--- config.mk ---
export PLATFORM = sky130hd
export DESIGN_NAME = swb_front
export DESIGN_NICKNAME = d
export VERILOG_FILES = /design/src/sv/swb_pkg.sv /design/src/sv/swb_front.sv
export SDC_FILE = /design/constraint.sdc
export NUM_CORES = 1
export LEC_CHECK = 0
export BUFFER_PORTS_ARGS = -buffer_cell sky130_fd_sc_hd__buf_4
export CELL_PAD_IN_SITES_DETAIL_PLACEMENT = 1
export CELL_PAD_IN_SITES_GLOBAL_PLACEMENT = 2
export CORE_ASPECT_RATIO = 0.75
export CORE_MARGIN = 2
export CORE_UTILIZATION = 38
export DETAILED_ROUTE_END_ITERATION = 10
export PLACE_DENSITY_LB_ADDON = 0.1
export SYNTH_ARGS = -nofsm -noshare
export SYNTH_HDL_FRONTEND = slang
export SYNTH_SLANG_ARGS = --single-unit
--- constraint.sdc ---
create_clock -name clk_i -period 7.7 [get_ports clk_i]
set_input_delay 0 -clock clk_i [delete_from_list [all_inputs] [get_ports clk_i]]
set_output_delay 0 -clock clk_i [all_outputs]
set_load 0.03 [all_outputs]
--- src/sv/swb_pkg.sv ---
package swb_pkg;

  localparam int unsigned DepthDefault     = 64;
  localparam int unsigned DataWidthDefault = 64;
  localparam int unsigned KeyWidth         = 64;
  localparam int unsigned StatusWidth      = 3;
  localparam int unsigned OccWidth         = 7;

  localparam logic [StatusWidth-1:0] StNew     = 3'd0;
  localparam logic [StatusWidth-1:0] StUpdated = 3'd1;
  localparam logic [StatusWidth-1:0] StDropped = 3'd2;
  localparam logic [StatusWidth-1:0] StFlushed = 3'd3;
  localparam logic [StatusWidth-1:0] StEmpty   = 3'd4;

  localparam logic FuncInsert = 1'b0;
  localparam logic FuncFlush  = 1'b1;

endpackage

--- src/sv/swb_front.sv ---
// Front end: input register and a two-entry command queue toward the back end.
module swb_front #(
  parameter int unsigned DataWidth = swb_pkg::DataWidthDefault
) (
  input  logic                         clk_i,
  input  logic                         rst_ni,
  input  logic                         valid_i,
  output logic                         ready_o,
  input  logic                         func_i,
  input  logic [swb_pkg::KeyWidth-1:0] key_i,
  input  logic [63:0]                  value_i,
  output logic                         cmd_valid_o,
  input  logic                         cmd_ready_i,
  output logic                         cmd_func_o,
  output logic [swb_pkg::KeyWidth-1:0] cmd_key_o,
  output logic [DataWidth-1:0]         cmd_value_o
);

  logic                         func_q [2];
  logic [swb_pkg::KeyWidth-1:0] key_q [2];
  logic [DataWidth-1:0]         value_q [2];
  logic                         wr_q, rd_q;
  logic [1:0]                   cnt_q;
  logic                         push, pop;

  assign ready_o     = (cnt_q != 2'd2);
  assign push        = valid_i && ready_o;
  assign cmd_valid_o = (cnt_q != 2'd0);
  assign pop         = cmd_valid_o && cmd_ready_i;
  assign cmd_func_o  = func_q[rd_q];
  assign cmd_key_o   = key_q[rd_q];
  assign cmd_value_o = value_q[rd_q];

  // Queue pointers and fill level.
  always_ff @(posedge clk_i or negedge rst_ni) begin
    if (!rst_ni) begin
      wr_q  <= 1'b0;
      rd_q  <= 1'b0;
      cnt_q <= 2'd0;
    end else begin
      if (push) wr_q <= ~wr_q;
      if (pop) rd_q <= ~rd_q;
      cnt_q <= cnt_q + {1'b0, push} - {1'b0, pop};
    end
  end

  // Queue storage; the value is cut to the stored width on entry.
  always_ff @(posedge clk_i) begin
    if (push) begin
      func_q[wr_q]  <= func_i;
      key_q[wr_q]   <= key_i;
      value_q[wr_q] <= value_i[DataWidth-1:0];
    end
  end

endmodule

==> results.cfg <==
[clocking]
htreeDepth = 1
cts_setup_buffers = 0
tritoncts = done
clock_latency_ns = 0.52
cts_resized = 0
cts_made_buffers = 28
root_buffer = clkbuf_16
clock-sinks = 262
path_clk_slew_ns = 0.06
cts_buffer_depth = 3
holdBufCountCts = 133

[route]
drc = 0
routedWlPerCell_um = 18.4
drt_wl_total_um = 21900
first_pass_iters = 4
postRouteAntennaNets = 0
first_iter_violations = 220
vias = 5338
viasPerCell = 4.47

[layout]
ff_latch_area_um2 = 7850
final_common_cell = buf_4
fillCellCount = 2300
final_area_um2 = 14000
fin_nets = 969
synthToLayoutAreaGrowth_pct = 47.1
final_cell_mix = buf_4, edfxtp_1, dlygate4sd3_1
multi_input_area_um2 = 1560
drive_gt1_frac = 0.512

[synthesis]
synth_top_family_by_area = multiplexers
synthSimpleGateAreaFrac = 0.00341
synthesis.nets = 553
synth_warnings = 0
synth_compound_area_frac = 0
ys_seq_area_frac = 0.823
synth.distinct_cells = 16
synth_fa_ha_area_frac = 0.00263
synth.mux.area_fraction = 0.152
synth_xor_area_frac = 0.00368
avgSynthCellArea_um2 = 22.8
synthesis.area_um2 = 9530
netlist_instances = 418
ys_ff_latch = 262

[job]
cap_violations = 0

[die]
die-area_um2 = 26400
ios = 264
die_x_um = 187
die_y_um = 141
start_util = 0.385
core_um2 = 24800
rows = 50

[grt]
antenna_found_initial = 1
grt_pass1_wl_um = 33800
gr-total-overflow = 0
grt_pass1_vias = 6031
grt_max_degree = 81
grt_use_total = 0.164

[critical_path]
worstReg2RegStart = cnt_q[1]$_DFF_PN0_
cp-start-kind = flop
cp_max_fo = 80
required_ns = 7.70
rr_worst_depth = 3
crit_chain = buf_4, mux2_2, buf_4
critPathMaxStageDelay_ns = 1.12
crit_type = reg2out
cpMaxStageDelayCell = dfrtp_4
crit_top_cell = buf_4
critical_path_buf_inv_count = 2
end_kind = output port
critical-path-top-delay-family = flip-flops
r2r_end = value_q[1][61]$_DFFE_PP_
ff2ff_setup_slack_ns = 5.08
critPathArrivalTime_ns = 3.11

[sta]
fmax_ghz = 0.322
hold_viol = 0
rsz0062_at_grt = false
slew_headroom = 0.234
post-route-period-util = 0.403
period_needed_ns = 3.11
fin_skew_ns = 0.00937
hold-worst-slack_ns = 0.201
worstMarginPinSlew_ns = 1.15
setup_viol = 0
fin_tns_setup_ns = 0
slew_violations = 0

[power_and_ir_drop]
p_int_w = 0.00349
p_per_area_nw_per_um2 = 381
clkPwrFrac = 0.231
p_comb_frac = 0.373
netSwitchingPower_w = 0.00185
switching_share = 0.347
seqPwrFrac = 0.395
ir_worst_vdd_uv = 206
power_w = 0.00534
power_leakage_nw = 5.24

[place]
post_dp_cell_area_um2 = 11800
place_congestion = 0.700
detailed_place_hpwl_um = 13500
port_buffers = 263

[min_path]
worstHoldStart = value_i[4]
hold_path_depth = 2
hold_end = value_q[0][4]$_DFFE_PP_
holdCritPathClass = in2reg

[run_status]
status = finished clean
[worst reg2reg max path: cells and delay by family (launching register included)]
family                 cells  cell delay (ns)
and+or+nand+nor            2             0.84
buffers and inverters      1             0.92
DFF                        1             0.40
[final cells by class]
type                       instances  share of cell area
timing repair buffer             400               0.238
clock inverter                    15             0.00705
antenna                            1            0.000178
clock buffer                      35              0.0534
tap                              338              0.0302
inverter                           1            0.000268
multi-input combinational        141               0.111
sequential                       262               0.560
[synthesized netlist by cell type]
cell type | count | share of area
edfxtp_1 | 258 | 0.81
mux2_2 | 129 | 0.15
buf_6 | 10 | 0.012
dfrtp_1 | 4 | 0.011
buf_2 | 3 | 0.0016
xnor2_1 | 3 | 0.0028
ha_1 | 2 | 0.0026
and2_1 | 1 | 0.00066
and3_1 | 1 | 0.00066
buf_4 | 1 | 0.00079
inv_1 | 1 | 0.00039
nand2_1 | 1 | 0.00039
nand2b_1 | 1 | 0.00066
nor2_1 | 1 | 0.00039
or2_2 | 1 | 0.00066
xor2_1 | 1 | 0.00092
[registers in the layout, summed over array words and instances (netlist names)]
name	count
rd_q	1
key_q	128
value_q	128
func_q	2
wr_q	1
cnt_q	2
[kinds of logic after synthesis]
| family | after synthesis |
|---|---|
| xor gates and xnor gates | 4 |
| adders and majority gates | 2 |
| buffers and inverters | 15 |
| DFF | 262 |
| muxes | 129 |
| and+or+nand+nor | 6 |
[how the worst max path moves through the flow]
stage | startpoint | endpoint | slack, ns | cells after the start
2_1_floorplan | cnt_q[1]$_DFF_PN0_ | func_q[0]$_DFFE_PP_ | 0.88 | 3
3_3_place_gp | cnt_q[1]$_DFF_PN0_ | key_q[1][38]$_DFFE_PP_ | 5.07 | 3
3_5_place_dp | cnt_q[1]$_DFF_PN0_ | key_q[1][40]$_DFFE_PP_ | 5.02 | 3
4_1_cts | rd_q$_DFFE_PN0P_ | cmd_value_o[12] | 4.56 | 3
5_1_grt | rd_q$_DFFE_PN0P_ | cmd_value_o[12] | 4.40 | 3
6_report | rd_q$_DFFE_PN0P_ | cmd_value_o[12] | 4.59 | 3
[metrics by stage]
step                      utilization  worst slack (ns)  instances
final                           0.566              4.59       1193
after global routing            0.566              4.40       1193
after CTS                       0.566              4.56       1192
after detailed placement        0.478              5.02       1009
after global placement          0.478              5.07       1009
after floorplan                     -             0.875        418
[power groups by stage]
stage / registers (W) / clock network [W] / logic [W]
after floorplan: 0.00208 / 0 / 0.00136
after global placement: 0.00212 / 0 / 0.00194
after detailed placement: 0.00214 / 0 / 0.00196
after CTS: 0.00212 / 0.00127 / 0.00202
after global routing: 0.00215 / 0.00132 / 0.00210
final: 0.00211 / 0.00123 / 0.00199
[routing by layer]
layer | routed length, µm | vias up | part of all wire | global-route usage
li1 | - | 2496 | - | -
met1 | 9260 | 2620 | 0.42 | 0.213
met2 | 10600 | 183 | 0.48 | 0.272
met3 | 1550 | 39 | 0.071 | 0.0453
met4 | 528 | 0 | 0.024 | 0.0464
met5 | 0 | - | 0 | 0
Power figures use the tool's default switching activity.
